## src/pbp_ram.sv

```systemverilog
`timescale 1ns / 1ps
`default_nettype none

module pbp_ram #(
    parameter int WIDTH = 8,
    parameter int DEPTH = 256
) (
    input  wire logic                     clk,
    input  wire logic                     we,
    input  wire logic [$clog2(DEPTH)-1:0] waddr,
    input  wire logic [WIDTH-1:0]         wdata,
    input  wire logic [$clog2(DEPTH)-1:0] raddr,
    output logic      [WIDTH-1:0]         rdata
);

    logic [WIDTH-1:0] mem_reg [DEPTH];
    logic [WIDTH-1:0] rdata_reg;

    always_ff @(posedge clk)
    begin
        if (we)
        begin
            mem_reg[waddr] <= wdata;
        end
        rdata_reg <= mem_reg[raddr];
    end

    assign rdata = rdata_reg;

endmodule

`default_nettype wire

```

## config.mk

```make
export PLATFORM = sky130hd
export DESIGN_NAME = pbp_ram
export DESIGN_NICKNAME = d
export VERILOG_FILES = /design/src/pbp_ram.sv
export SDC_FILE = /design/constraint.sdc
export NUM_CORES = 2
export LEC_CHECK = 0
export BUFFER_PORTS_ARGS = -buffer_cell sky130_fd_sc_hd__buf_2
export CAP_MARGIN = 20
export CORE_MARGIN = 2
export CORE_UTILIZATION = 50
export DETAILED_ROUTE_END_ITERATION = 7
export GPL_TIMING_DRIVEN = 1
export PLACE_DENSITY = 0.65
export SYNTH_ARGS = -nofsm -noshare
export SYNTH_HDL_FRONTEND = slang
export SYNTH_SLANG_ARGS = --single-unit
```

## constraint.sdc

```tcl
create_clock -name clk -period 5.5 [get_ports clk]
set_input_delay 0.275 -clock clk [delete_from_list [all_inputs] [get_ports clk]]
set_output_delay 0.275 -clock clk [all_outputs]
set_load 0.02 [all_outputs]
```

## After elaboration in Yosys (flattened, before gate mapping)

Memories as Yosys holds them, arrays and structs flattened. A register that Yosys moved wholly into a read port is not among the register bits.
Cells that the tools add are included.

- Multiplexer cells: 2

Operators with widths:

| kind | count |
|---|---|
| 2-to-1 mux 1 bit | 2 |

- Register bits: 0
- RAM bits: 2,048
- Bits of input ports: 26
- Memories kept: 1

Memories:

| name | words | bits a word | read ports | clocked after Yosys merged registers in | write ports | line | source |
|---|---|---|---|---|---|---|---|
| mem_reg | 256 | 8 | 1 | 1 | 1 | 16 | `logic [WIDTH-1:0] mem_reg [DEPTH];` |

## Depth between registers and ports, before layout

- Depth in word-level cells: 2
- Depth in mapped cells: 11
- Gate-level depth less buffers: 6

## Worst setup path before layout

Ideal clock, no wire load.

- Kind: input to register
- Start point: input port raddr[0]
- End point: register rdata_reg[2] (netlist: rdata[2]) (read register of mem_reg)
- Setup time: 0.131 ns
- Data arrival time: 2.082 ns
- Required time: 5.369 ns
- Slack: 3.287 ns
- Stages on the path: 9
- Cell sequence: buf_6 -> buf_12 -> buf_8 -> buf_2 -> mux4_2 -> a22oi_1 -> a21oi_1 -> nor4_1 -> nor4_2

RTL lines:

| item | line | source |
|---|---|---|
| from (decl) | 12 | `input wire logic [$clog2(DEPTH)-1:0] raddr,` |
| to (decl) | 17 | `logic [WIDTH-1:0] rdata_reg;` |

==> results.txt <==
Clk pin slew, worst setup/hold paths - 60 ps
Pin count of the biggest net entering global routing - 147
Fin Hold WS - -16.76 ps
CTS buffer count - 197
H-tree depth - 4
First-pass GRT wire length - 275300 µm
Die Ht - 402.9 µm
Fin util - 0.5593
CORE AREA - 0.1582 mm²
Initial Util - 0.5029
Setup ws final - 2276 ps
I/O pins - 34
Setup TNS - 0 ps
Routed vias - 38540
Fmax achieved - 310.2 MHz
Peak VDD IR - 0.2944 mV
Power per cell area - 365.7 mW/mm²
Min-delay worst type - input pin to flop
Final WL - 191200 µm
Final #Nets - 3860
Clk root buf - clkbuf_16
Final Cycle Share - 0.5862
GRT Util Overall - 0.2369
Avg Cell Area, Syn - 21.31 µm²
Gpl congestion - 0.8593
Die width - 402.9 µm
Fraction of registers with async set/reset - 0
Share of power burned in registers - 0.535
CP Capture Type - flop
Number of global-route vias before repair - 38070
Pint - 25.56 mW
IO buf count - 33
Top delay family on crit path - compound AO/OA/AOI/OAI gates
Post-synth top area share - 0.7730
Min Clock Period, post-route - 3224 ps
Syn nets - 3759
Number of enable flip-flop cells after synthesis - 2048
Total gr overflow - 0
Sequential fraction of the synthesis area - 0.7750
Ys flop type - edfxtp_1
Clock skew - 23.38 ps
Post-synthesis cell type count - 55
Yosys reg bits - 2056
Unrepaired setup endpoints after global routing - false
Post-layout instance count excluding filler cells - 6077
Startpoint class of the critical path - input pin
Max reg flops - 2048
Clock Tree Buf Depth - 3
Area delta synth->final - 11.21%
Worst skew pair latency - 830 ps
Fillcell total - 11640
CTS tree - built
Area leader, netlist - edfxtp_1
Setup CP Type - input pin to flop
Arrival time at the worst endpoint - 3900 ps
Placed Cells - 5703
Remaining DRCs - 0
Synth Cell Area - 0.07956 mm²
Pwr Total - 32.36 mW
Violated checks - negative hold slack
Sw Ratio - 0.2101
CP peak stage delay - 780 ps
Leak - 27.15 nW
Max Fanout on Critical Path - 41
Worst Path Buf+Inv - 3
Final Hold Fails - 11
Max-slew violations - 0
Crit path required time - 6180 ps
ANT nets after route - 0
WL/cell - 31.46 µm
# Max-Cap Violations - 0
Sw Pwr - 6.800 mW
Vias/cell - 6.342
Top cells by area, synth - edfxtp_1 77%, mux4_2 13%, mux2i_1 1.7%
Row count - 146
Max-slew headroom - 0.1260
Final setup vio count - 0
Layout cells sized above 1 - 0.2225
Clock sinks - 2056
Antenna violations before repair - 10
Setup WS pre-CTS - 1468 ps
Combinational share of power - 0.047
Synth Instances - 3733
Outcome - finished, violations left
Post-CTS sizing - 0
Die area - 0.1623 mm²
Cells along the critical path - buf_8 -> buf_12 -> buf_4 -> mux4_2 -> nand2b_1 -> a311oi_1 -> o221ai_1 -> a211oi_1 -> nor4_1
Hpwl dp - 114800 µm
Slowest cell on crit path - a211oi_1
Initial detailed-routing violation count - 5453
Synth warn - 0
Slew @ Worst Pin - 1299 ps
Clock Power Share - 0.418
Initial DRT Pass Iterations - 6
cell families after synthesis:
| group | count (synthesis) | share of synthesized area |
|---|---|---|
| DFF | 2056 | 0.7750 |
| muxes | 591 | 0.1462 |
| and+or+nand+nor | 466 | 0.02628 |
| AOI/OAI and AO/OA | 385 | 0.03419 |
| buffers and inverters | 235 | 0.01831 |
worst paths after layout:
path	start	slack (ps)	end	cells after the start
worst max-delay path	raddr[0]	2280	rdata[3]	9
worst min-delay path	wdata[1]	-20	mem_reg[230][1]	1
worst max register to register	mem_reg[24][3]	2730	rdata[3]	6
worst min register to register	mem_reg[48][2]	1000	rdata[2]	5
area by class of cell:
cell class,count,area (µm²),area share
Multi-Input combinational cell,1442,16510,0.1866
Clock buffer,238,5124,0.05791
Sequential cell,2056,61660,0.6969
Inverter,2,7.507,0.00008485
Tap cell,2072,2592,0.02930
Clock inverter,127,1291,0.01459
Antenna cell,5,12.51,0.0001414
Timing Repair Buffer,135,1275,0.01441
placed cells by master, fill, tap and decap left out, drive strengths merged, types with 4 or more instances in the layout:
cell type | netlist | layout
nor2b | 31 | 31
o21ai | 12 | 12
inv | 1 | 10
nor2 | 282 | 282
o22ai | 28 | 28
dlygate4sd3 | 0 | 4
bufinv | 0 | 24
a22o | 8 | 8
mux4 | 456 | 456
buf | 122 | 128
and2 | 6 | 6
nor4 | 27 | 27
clkinvlp | 0 | 6
edfxtp | 2048 | 2048
o32ai | 5 | 5
a2111oi | 5 | 5
nand2 | 33 | 33
clkinv | 1 | 89
a21oi | 96 | 96
nand2b | 8 | 8
nor3 | 22 | 22
o211ai | 10 | 10
dfxtp | 8 | 8
or2 | 4 | 4
nand3 | 34 | 34
diode | 0 | 5
mux2i | 134 | 134
clkbuf | 111 | 241
nand4 | 10 | 10
a22oi | 133 | 133
o22a | 5 | 5
a221oi | 14 | 14
a211oi | 16 | 16
o221ai | 47 | 47
power groups by stage:
stage	Clock (mW)	Sequential, mW	Combinational [mW]
after global routing	14.3	17.3	1.62
after global placement	0	17.6	1.51
after floorplan	0	17.6	0.839
final	13.5	17.3	1.53
after CTS	13.7	17.3	1.54
after detailed placement	0	17.6	1.54
synthesized netlist by cell type (2+ instances only):
master	count
edfxtp_1	2048
mux4_2	454
nor2_1	282
mux2i_1	134
a22oi_1	133
clkbuf_1	111
a21oi_1	96
o221ai_1	46
nand3_1	34
nand2_1	33
buf_2	31
nor2b_1	31
o22ai_1	28
buf_4	27
nor4_1	24
buf_1	22
nor3_1	22
buf_6	21
a211oi_1	16
a221oi_1	13
buf_8	13
nand4_1	10
o211ai_1	10
o21ai_0	10
a22o_1	8
buf_12	8
dfxtp_1	8
nand2b_1	8
and2_1	6
o22a_1	5
o32ai_1	4
or2_2	4
nor4_2	3
a2111oi_0	2
a2111oi_1	2
a311oi_1	2
a31oi_1	2
and3b_1	2
mux4_1	2
nand3b_1	2
o21ai_1	2
repair_timing:
action                                  CTS  global route
buffers inserted                          0             0
endpoints found under the setup margin    0             0
hold buffers                              4             0
hold endpoints to repair                104             0
metal layers:
metal / track usage / vias to the layer above / wire (µm)
li1: - / 15920 / -
met1: 0.3453 / 20500 / 78150
met2: 0.3672 / 1799 / 90650
met3: 0.04461 / 323 / 16560
met4: 0.07379 / 6 / 5771
met5: 0 / - / 34
through the flow:
step	cell area (µm²)	hold WS, ps
2_1_floorplan	79560	373.9
3_3_place_gp	81930	787.8
3_5_place_dp	82010	782.3
4_1_cts	88460	19.34
5_1_grt	88470	8.580
6_report	88470	-16.76
No activity file was read; power rests on OpenSTA's default activity.
