<file path="src/pbp_pkg.sv">
`timescale 1ns / 1ps
`default_nettype none

package pbp_pkg;

    localparam int NUM_ROWS_DEF = 256;
    localparam int HIST_LEN_DEF = 30;

    localparam int PC_W   = 32;
    localparam int THR_W  = 7;
    localparam int BIAS_W = 16;
    localparam int WGT_W  = 8;
    // Wide enough for the bias plus 62 weights of magnitude 128, so the sum never wraps.
    localparam int SUM_W  = 18;

    localparam logic [THR_W-1:0] THR_RESET = 7'd60;

    localparam logic signed [BIAS_W-1:0] BIAS_MAX = 16'sh7FFF;
    localparam logic signed [BIAS_W-1:0] BIAS_MIN = 16'sh8000;

    typedef struct packed {
        logic            kind;
        logic [PC_W-1:0] pc;
        logic            outcome;
    } pbp_in_t;

    typedef struct packed {
        logic prediction;
        logic mispredicted;
        logic weights_updated;
    } pbp_out_t;

    typedef struct packed {
        logic load;
        logic add;
        logic sub;
    } acc_ctrl_t;

    // One training step of a history weight: it moves only while the new magnitude
    // stays below the threshold.
    function automatic logic signed [WGT_W-1:0] wgt_step(
        input logic signed [WGT_W-1:0] w,
        input logic                    agree,
        input logic [THR_W-1:0]        thr
    );
        logic signed [WGT_W:0] cand;
        logic        [WGT_W:0] mag;
        cand = agree ? ({w[WGT_W-1], w} + 9'sd1) : ({w[WGT_W-1], w} - 9'sd1);
        mag  = cand[WGT_W] ? (~cand + 9'd1) : cand;
        if (mag < {{(WGT_W+1-THR_W){1'b0}}, thr})
        begin
            return cand[WGT_W-1:0];
        end
        return w;
    endfunction

    function automatic logic signed [BIAS_W-1:0] bias_step(
        input logic signed [BIAS_W-1:0] b,
        input logic                     taken
    );
        if (taken)
        begin
            return (b == BIAS_MAX) ? b : b + 16'sd1;
        end
        return (b == BIAS_MIN) ? b : b - 16'sd1;
    endfunction

endpackage

`default_nettype wire

</file>
<file path="src/pbp_acc.sv">
`timescale 1ns / 1ps
`default_nettype none

module pbp_acc (
    input  wire logic                             clk,
    input  wire pbp_pkg::acc_ctrl_t               ctrl,
    input  wire logic signed [pbp_pkg::SUM_W-1:0] operand,
    output logic signed [pbp_pkg::SUM_W-1:0]      y
);

    logic signed [pbp_pkg::SUM_W-1:0] y_reg;
    logic signed [pbp_pkg::SUM_W-1:0] y_next;
    logic signed [pbp_pkg::SUM_W-1:0] addend;

    // The single adder serves both signs of a history weight.
    always_comb
    begin
        addend = ctrl.sub ? -operand : operand;
        y_next = y_reg;
        if (ctrl.load)
        begin
            y_next = operand;
        end
        else if (ctrl.add || ctrl.sub)
        begin
            y_next = y_reg + addend;
        end
    end

    always_ff @(posedge clk)
    begin
        y_reg <= y_next;
    end

    assign y = y_reg;

endmodule

`default_nettype wire

</file>
<file path="config.mk">
export PLATFORM = sky130hd
export DESIGN_NAME = pbp_acc
export DESIGN_NICKNAME = d
export VERILOG_FILES = /design/src/pbp_pkg.sv /design/src/pbp_acc.sv
export SDC_FILE = /design/constraint.sdc
export NUM_CORES = 1
export LEC_CHECK = 0
export BUFFER_PORTS_ARGS = -buffer_cell sky130_fd_sc_hd__clkbuf_2
export CELL_PAD_IN_SITES_DETAIL_PLACEMENT = 0
export CELL_PAD_IN_SITES_GLOBAL_PLACEMENT = 1
export CORE_MARGIN = 4
export CORE_UTILIZATION = 37
export CTS_CLUSTER_DIAMETER = 80
export DETAILED_ROUTE_END_ITERATION = 16
export PLACE_DENSITY_LB_ADDON = 0.1
export SETUP_SLACK_MARGIN = 0.1
export SYNTH_ARGS = -nofsm -noshare
export SYNTH_HDL_FRONTEND = slang
export SYNTH_SLANG_ARGS = --single-unit
</file>
<file path="constraint.sdc">
create_clock -name clk -period 3 [get_ports clk]
set_clock_uncertainty 0.1 [all_clocks]
set_input_delay 0.15 -clock clk [delete_from_list [all_inputs] [get_ports clk]]
set_output_delay 0.15 -clock clk [all_outputs]
set_load 0.005 [all_outputs]
</file>
After elaboration in Yosys (flattened, before gate mapping). Index checks and enable logic that the tools add are counted.

Word-level logic and storage cells: 8. Output and inout bits: 18. Register bits after elaboration: 18.

Reduce and logical (&&, ||, !) cells: 2. Add/sub/neg operators: 2. Muxes and demuxes: 3.

Operator list (number): 18-bit two-way mux (3); 18-bit adder (1); 18-bit negation (1); 2-bit nonzero test (1); 1-bit logical OR (1).

Depth between registers and ports, before layout. Gate-level depths: netlist (run 1).

Depth in word-level cells: 5. Mapped depth: 16. Mapped depth without buffers: 16.

Least setup slack after synthesis (run 1). Ideal clock, no wire load.

Path type: input to register. From: input port operand[4] (netlist name). To: register y_reg (netlist bit y[17]) (data pin). Path buffers: 0. Setup time: 0.258 ns. Arrival: 2.516 ns. Slack: 0.126 ns. Cell stages on the path: 15. Path through: nor4_4 -> nand2_2 -> or3_4 -> nor3_2 -> nand2_1 -> nand2_1 -> xnor2_1 -> ha_1 -> a21o_1 -> a21o_1 -> a21oi_1 -> o21ai_0 -> nor3_1 -> o21bai_2 -> xnor2_1.

Longest elaborated chain between the ends: 5.

RTL lines: from (decl) (RTL line pbp_acc.sv:7) `input wire logic signed [pbp_pkg::SUM_W-1:0] operand,`; 18-bit negation (RTL line pbp_acc.sv:18) `addend = ctrl.sub ? -operand : operand;`; 18-bit two-way mux * (RTL line pbp_acc.sv:18); 18-bit adder * (RTL line pbp_acc.sv:26) `y_next = y_reg + addend;`; 18-bit two-way mux * (RTL line pbp_acc.sv:24) `else if (ctrl.add || ctrl.sub)`; 18-bit two-way mux * (RTL line pbp_acc.sv:20) `if (ctrl.load)`; via y_next, one bit (RTL line pbp_acc.sv:12) `logic signed [pbp_pkg::SUM_W-1:0] y_next;`; to (signal assigned) (RTL line pbp_acc.sv:32) `y_reg <= y_next;`; to (decl) (RTL line pbp_acc.sv:11) `logic signed [pbp_pkg::SUM_W-1:0] y_reg;`.

The timed path passes the listed nets; every way through them passes the cells marked *. The select of a mux whose other input is x is not followed. A chain may end at the register's enable or synchronous reset.

Worst setup path after layout (run 1).
From: input port operand[3] (netlist name). To: register y_reg (netlist bit y[17]) (data pin).

The elaborated chain is that of the path after synthesis.

==> results of run 1 <==
## path summary, 6_finish.rpt
path / slack (ps) / end / cells after the start / start
setup / recovery: 210 / y[17] / 15 / operand[3]
hold / removal: 80 / y[17] / 2 / operand[17]
setup reg to reg: 290 / y[14] / 9 / y[0]
hold reg to reg: 610 / y[0] / 2 / y[0]
## cells by family after synthesis
| logic type | Yosys count |
|---|---|
| adders and majority gates | 19 |
| muxes | 2 |
| xor gates and xnor gates | 30 |
| and+or+nand+nor | 74 |
| buffers and inverters | 11 |
| DFF | 18 |
| AOI/OAI and AO/OA | 65 |
## cell usage after synthesis, drive strengths merged (4+ instances only)
cell type	count	area, µm²
xor2	8	70.1
nor2	10	37.5
clkbuf	6	22.5
nand2	39	149
nor3	7	40.0
xnor2	22	193
o21a	4	30.0
o31ai	6	55.1
a21oi	7	35.0
o21ai	21	105
edfxtp	18	541
a21o	10	75.1
ha	18	225
nor2b	4	25.0
inv	4	15.0
## per-layer routing
layer / vias to the layer above / part of all wire / track usage
li1: 963 / - / -
met1: 864 / 0.45 / 0.206
met2: 25 / 0.51 / 0.329
met3: 7 / 0.026 / 0.0179
met4: 0 / 0.016 / 0.0507
met5: - / 0 / 0
## through the flow
step,instance area [µm²],total power (µW),utilization
global route,2620,2310,0.517
detailed placement,2510,1880,0.495
global placement,2510,1870,0.495
CTS,2560,2070,0.505
floorplan,1930,1300,-
finish,2620,2100,0.517
## repair_timing
item	in CTS	in global routing
pin swaps	0	6
gates resized for setup	1	20
endpoints found under the setup margin	2	6
gates cloned	0	0
## area by class of cell
| class | instances | area (µm²) | share of cell area |
|---|---|---|---|
| Tap cell | 70 | 87.6 | 0.0334 |
| Clock inverter | 1 | 3.75 | 0.00143 |
| Clock buffer | 3 | 41.3 | 0.0157 |
| Inverter | 4 | 15.0 | 0.00572 |
| Multi-Input combinational cell | 190 | 1400 | 0.534 |
| Sequential cell | 18 | 541 | 0.206 |
| Timing Repair Buffer | 82 | 534 | 0.204 |
## power by group through the flow
stage                     Combinational (µW)  Clock, µW  Sequential (µW)
final                                   1440        186              475
after global routing                    1610        209              489
after CTS                               1400        193              478
after detailed placement                1390          0              484
after global placement                  1390          0              483
after floorplan                          811          0              486
==> flow_results.org, run 1 <==
** Clock tree
- Clock tree synthesis found a total of 18 sinks.
- CTS tree :: done
- Post-CTS Setup Repair Bufs :: 0
- In this run the number of H-tree levels came out at 1.
- For the worst-skew pair, the clock arrives at the later sink with an insertion delay of 260 ps.
- In this run the clock root is driven by a sky130_fd_sc_hd__clkbuf_8.
- Clock-pin slew was measured on the worst setup and hold paths at 80 ps.
- Quantity of hold-fixing buffers added after cts :: 0
- Number of buffers inserted during clock tree synthesis :: 3
- The clock passes through at most 2 buffers.

** Worst setup path
- Launching element type of the critical path :: input pin
- Data on the critical path is required at its endpoint by 2920 ps.
- STA classifies the critical path endpoint as a flip-flop.
- Of all nets on the critical path, the largest fanout is 3.
- CP Data Arrival Time :: 2710 ps
- Worst path max stage delay :: 340 ps
- Count of buffer and inverter cells on the critical path :: 1
- Kind of critical path :: in -> reg
- Walking the worst path, the cells encountered are buf_8 > nor4_4 > nand2_2 > or3_4 > nor3_2 > nand2_1 > o31ai_2 > xnor2_1 > ha_1 > nand4_1 > nor3_2 > o221a_2 > o21a_1 > o21bai_2 > xnor2_1.
- Cell type group with the largest total delay on the critical path :: simple AND/OR/NAND/NOR gates
- Standard cell with the maximum stage delay on the critical path :: sky130_fd_sc_hd__or3_4

** Pwr
- For this design the ratio of total power to cell area is 801 nW/µm².
- The share of total power dissipated in combinational logic is 0.686.
- Fraction of power consumed by the clock network :: 0.088
- The internal portion of the total power is 1260 µW.
- Fraction of power consumed by sequential logic :: 0.226
- Summed over all nets, the switching power comes to 846 µW.
- Of the total power, the share spent switching nets is 0.402.
- Summed over all cells, the static leakage comes to 0.00119 µW.
- The worst-case IR drop observed on VDD is 0.285 mV.

** Final layout
- # diodes :: 0
- Fraction of final layout cells with drive strength greater than 1 :: 0.366
- Leading cell types in the layout, fill and taps excluded :: 43 x sky130_fd_sc_hd__buf_4, 38 x sky130_fd_sc_hd__nand2_1, 37 x sky130_fd_sc_hd__clkbuf_2
- Commonest non-fill, non-tap cell in the layout :: sky130_fd_sc_hd__buf_4
- Signed area change from the synthesized netlist to the final layout :: 35.9%
- At the end of the flow, the number of nets in the layout was 340.
- The register with the most flip-flops in the layout has 18 of them.
- The finished layout holds 368 standard cells, fillers aside.
- Fillers :: 533

** Floorplanning
- From left edge to right edge, the die measures 80.2 µm.
- Pin placement for this block handled 40 I/O pins.
- Starting density of the core :: 0.380
- Measured along the y axis, the die boundary spans 80.2 µm.
- The die covers 6440 µm².
- In this run the core area contains 26 standard-cell rows.
- Core region area :: 5070 µm²

** Synth
- Of the total synthesized cell area, the portion taken by XOR and XNOR cells is 0.136.
- Post-synthesis simple-gate area fraction :: 0.194
- After synthesis, the mean cell area works out to 8.82 µm².
- Yosys mapped a number of flops with a built-in enable equal to 18.
- The number of nets handed over by synthesis was 260.
- Of the total synthesized cell area, the portion taken by full adders, half adders and majority gates is 0.127.
- Of the synthesized area, sequential elements account for 0.280.
- After synthesis the netlist holds a flip-flop and latch count of 18.
- During synthesis, Yosys emitted a total of 0 warnings.
- Compound-cell area share of the yosys netlist :: 0.229
- Post-synthesis instance total :: 219
- Portion of netlist area occupied by mux cells :: 0.0117
- Of all flip-flops after synthesis, the portion carrying an async set or reset was 0.
- Number of different library cells in the post-synthesis netlist :: 45
- Top FF cell, synth :: sky130_fd_sc_hd__edfxtp_1
- Combinational family with the most area after synthesis :: compound AO/OA/AOI/OAI gates
- The synthesized netlist occupies a cell area of 1930 µm².

** Place
- Prior to clock tree synthesis, the placed netlist has a worst setup slack of -204 ps.
- IO Port Bufs :: 39
- Routability cong. :: 0.819
- Once placement completed, the tool counted placed cells totaling 364.
- Detailed placement finished with a half-perimeter wire length of 4.23 mm.

** Timing
- The number of hold violations in the final report came to 0.
- Setup repair after global routing could not meet its margin everywhere.
- The number of max-slew violations in the final report was 0.
- Dividing the final minimum period by the clock period gives 0.929.
- Worst hold slack across all endpoints :: 81.0 ps
- Max Fclk :: 0.359 GHz
- In this run the tightest slew margin relative to its limit is 0.560.
- Slew at the pin closest to its max-slew limit :: 661 ps
- Final setup margin :: 212 ps
- Summed over all failing endpoints, the final setup total negative slack is 0 ps.
- The smallest clock period supported by the final layout is computed as 2790 ps.
- Number of setup violations in the final report :: 0

** Global route
- Vias in the first global route :: 1,909
- Total congestion overflow after global routing :: 0
- The number of antenna violations at the first check in global routing was 0.
- The first global-routing pass estimated 8.67 mm of wire.
- Total Routing Usage GR :: 0.175
- Maximum number of pins on one net before global-route repair :: 36

** Status
- The run finished with clean final reports.

** Flow run
- MaxCap Viol Count :: 0

** Detailed routing
- For this block, the via count after detailed routing is 1,859.
- Count of unresolved DRC violations after routing :: 0
- Remaining antenna violation count :: 0
- Detailed-route vias per instance :: 5.05
- Starting DRC count in detailed routing :: 42
- Mean routed wirelength per cell :: 14.3 µm
- Wires add up to 5.25 mm.
- Number of search-and-repair iterations in the first detailed-routing pass :: 4

** Min path
- In this run the worst hold path is classified as in -> reg.
No activity file was read; power rests on OpenSTA's default activity.
==> inputs of run 2 (changes only) <==
--- a/config.mk
+++ b/config.mk
@@ -8,11 +8,13 @@
 export BUFFER_PORTS_ARGS = -buffer_cell sky130_fd_sc_hd__clkbuf_2
 export CELL_PAD_IN_SITES_DETAIL_PLACEMENT = 0
 export CELL_PAD_IN_SITES_GLOBAL_PLACEMENT = 1
-export CORE_MARGIN = 4
+export CORE_ASPECT_RATIO = 0.6
+export CORE_MARGIN = 2
 export CORE_UTILIZATION = 37
 export CTS_CLUSTER_DIAMETER = 80
 export DETAILED_ROUTE_END_ITERATION = 16
 export PLACE_DENSITY_LB_ADDON = 0.1
+export RECOVER_POWER = 50
 export SETUP_SLACK_MARGIN = 0.1
 export SYNTH_ARGS = -nofsm -noshare
 export SYNTH_HDL_FRONTEND = slang
==> flow_results.org, run 2 (synthesized netlist as in run 1, its figures left out) <==
** Clock tree
- The insertion delay to the later sink of the worst-skew pair is 260 ps (about the same).
- TritonCTS built the clock tree.
- # clock sinks :: 18 (unchanged)
- Number of H-tree branching levels :: 1 (unchanged)
- Number of buffers inserted during clock tree synthesis :: 3 (unchanged)
- The clock input transition at the sequential cells of the worst setup and hold paths is 80 ps (about the same).
- The deepest clock path buffer count is 2 (unchanged).
- Root buffer selected by CTS :: sky130_fd_sc_hd__clkbuf_8

** Detailed routing
- The DRC marker count from the first detailed-route iteration is 122 (+190%).
- The mean number of vias per cell is 5.16 (+2.2%).
- The via count is 1,911 (+2.8%).
- Number of search-and-repair iterations in the first detailed-routing pass :: 4 (unchanged)
- The number of DRC violations after detailed routing is 0 (unchanged).
- The final wirelength came to 6.10 mm (+16%).
- The antenna violation net count after detailed routing was 0 (unchanged).
- Mean routed wirelength per cell :: 16.5 µm (+16%)

** Global route
- The via count of the first global-routing pass was 1,835 (-3.9%).
- Global-route wire length before repair :: 9.32 mm (+7.4%)
- Maximum number of pins on one net before global-route repair :: 36 (unchanged)
- Total congestion overflow after global routing :: 0 (unchanged)
- Total Routing Usage GR :: 0.208 (+0.0329)
- Number of antenna violations at the first check in global routing :: 0 (unchanged)

** Timing
- The worst-case headroom to the max-slew limit came to 0.511 (-0.0487).
- The number of max-slew violations in the final report came to 0 (unchanged).
- Setup repair after global routing could not meet its margin everywhere.
- The number of hold violations in the final report was 0 (unchanged).
- Max Fclk :: 0.349 GHz (-2.6%)
- Number of setup violations in the final report :: 0 (unchanged)
- The clock period minus worst slack came to 2860 ps (+74.0 ps).
- Post-route clock period utilization :: 0.954 (+0.0247)
- Slew at the pin closest to its max-slew limit :: 734 ps (+73.0 ps)

** Worst setup path
- Critical Path End Type :: flip-flop
- Launching element type of the critical path :: input pin
- CP Max Fanout :: 5 (+2)
- The longest individual stage delay on the worst path was 500 ps (+160 ps).
- Cell type group with the largest total delay on the critical path :: compound AO/OA/AOI/OAI gates
- By startpoint and endpoint, the worst setup path is classified as in -> reg.
- Standard cell with the maximum stage delay on the critical path :: sky130_fd_sc_hd__o21ai_0
- The number of buffer and inverter instances along the worst setup path came to 3 (+2).
- CP Data Arrival Time :: 2760 ps (+50 ps)
- The critical path goes through clkbuf_2 > inv_1 > ha_1 > buf_4 > nand2b_1 > xnor2_1 > ha_1 > nor2b_1 > a311o_1 > o21ai_0 > o31ai_4 > xnor2_1 > o21ai_1.
- The endpoint required time on the critical path came to 2900 ps (-20 ps).

** Final layout
- The number of flip-flops under the largest register name was 18 (unchanged).
- The antenna diode count came to 0 (unchanged).
- The final-stage net count was 347 (+2.1%).
- Number of standard cells in the layout, taps in and fillers out :: 370 (+0.54%)
- Leading cell types in the layout, fill and taps excluded :: 47 x sky130_fd_sc_hd__buf_4, 29 x sky130_fd_sc_hd__nand2_1, 26 x sky130_fd_sc_hd__clkbuf_2
- The library cell used most frequently in the layout, excluding fill and tap cells, is sky130_fd_sc_hd__buf_4.
- The fraction of final layout cells with drive strength greater than 1 is 0.431 (+0.0651).
- Fillers :: 497 (-6.8%)
- Signed area change from the synthesized netlist to the final layout :: 47.1%

** Pwr
- Static Leakage :: 0.00123 µW (+3.6%)
- The power density of the placed cells was 812 nW/µm² (+1.3%).
- Highest ir drop seen on vdd :: 0.383 mV (+34%)
- The total chip power came to 2310 µW (+9.6%).

** Status
- Status :: finished, final reports clean

** Min path
- Kind of path behind the tightest hold check :: in -> reg

** Place
- The total instance count after detailed placement came to 360 (-1.1%).
- Routability cong. :: 0.815 (-0.45%)
- The final HPWL from detailed placement came to 4.69 mm (+11%).
- The port buffer count is 39 (unchanged).

** Floorplanning
- Die height :: 60.0 µm (-25%)
- Core region area :: 5050 µm² (-0.39%)
- The overall die width was 97.3 µm (+21%).
- The starting density of the core was 0.382 (+0.00151).
- The total I/O pin count was 40 (unchanged).
- The number of rows in the core area is 20 (-23%).
- The full die area was 5830 µm² (-9.4%).

** Flow run
- MaxCap Viol Count :: 0 (unchanged)
-- run 2: power by group --
group | internal (µW) | leakage (µW) | switching, µW
clock network | 89.7 | 0.0000216 | 95.8
logic | 824 | 0.00102 | 805
registers | 416 | 0.000190 | 74.4
-- run 2: repair_timing --
action / CTS / global route
buffers inserted: 2 / 5
endpoints found under the setup margin: 1 / 7
hold buffers: 0 / 0
gates resized for setup: 1 / 60
pin swaps: 3 / 29
-- run 2: layer usage --
metal	wire length (µm)	global-route usage
met1	3170	0.326
met5	0	0
met2	2500	0.294
met3	415	0.0456
met4	15	0.0278
-- run 2: cell type report --
class / instances / area [µm²] / area share
Sequential cell: 18 / 541 / 0.190
Timing Repair Buffer: 89 / 573 / 0.202
Inverter: 4 / 15.0 / 0.00529
Tap cell: 66 / 82.6 / 0.0291
Clock buffer: 3 / 41.3 / 0.0145
Multi-Input combinational cell: 190 / 1590 / 0.559
-- run 2: final timing paths --
path / startpoint / endpoint / slack (ps) / cells past startpoint
setup / recovery: operand[0] / y[15] / 140 / 13
hold / removal: operand[17] / y[17] / 110 / 2
setup reg to reg: y[0] / y[10] / 230 / 10
hold reg to reg: y[0] / y[0] / 620 / 2
-- run 2: through the flow --
step	cell area, µm²	setup TNS, ps	utilization	setup WS [ps]	hold slack (ps)
floorplan	1930	0	-	126	237
global placement	2500	-362	0.496	-237	363
detailed placement	2500	-542	0.496	-244	392
CTS	2560	0	0.507	128	102
global route	2840	0	0.562	39.7	108
finish	2840	0	0.562	138	109
-- run 2: worst register-to-register path: stages, from the launching register on --
cell	delay [ps]
sky130_fd_sc_hd__edfxtp_1	400
sky130_fd_sc_hd__ha_1	240
sky130_fd_sc_hd__fa_1	430
sky130_fd_sc_hd__a21o_1	210
sky130_fd_sc_hd__a21oi_2	170
sky130_fd_sc_hd__nor2b_1	100
sky130_fd_sc_hd__o21ai_1	340
sky130_fd_sc_hd__buf_4	190
sky130_fd_sc_hd__o211ai_1	110
sky130_fd_sc_hd__xnor2_1	140
sky130_fd_sc_hd__o21ai_1	70
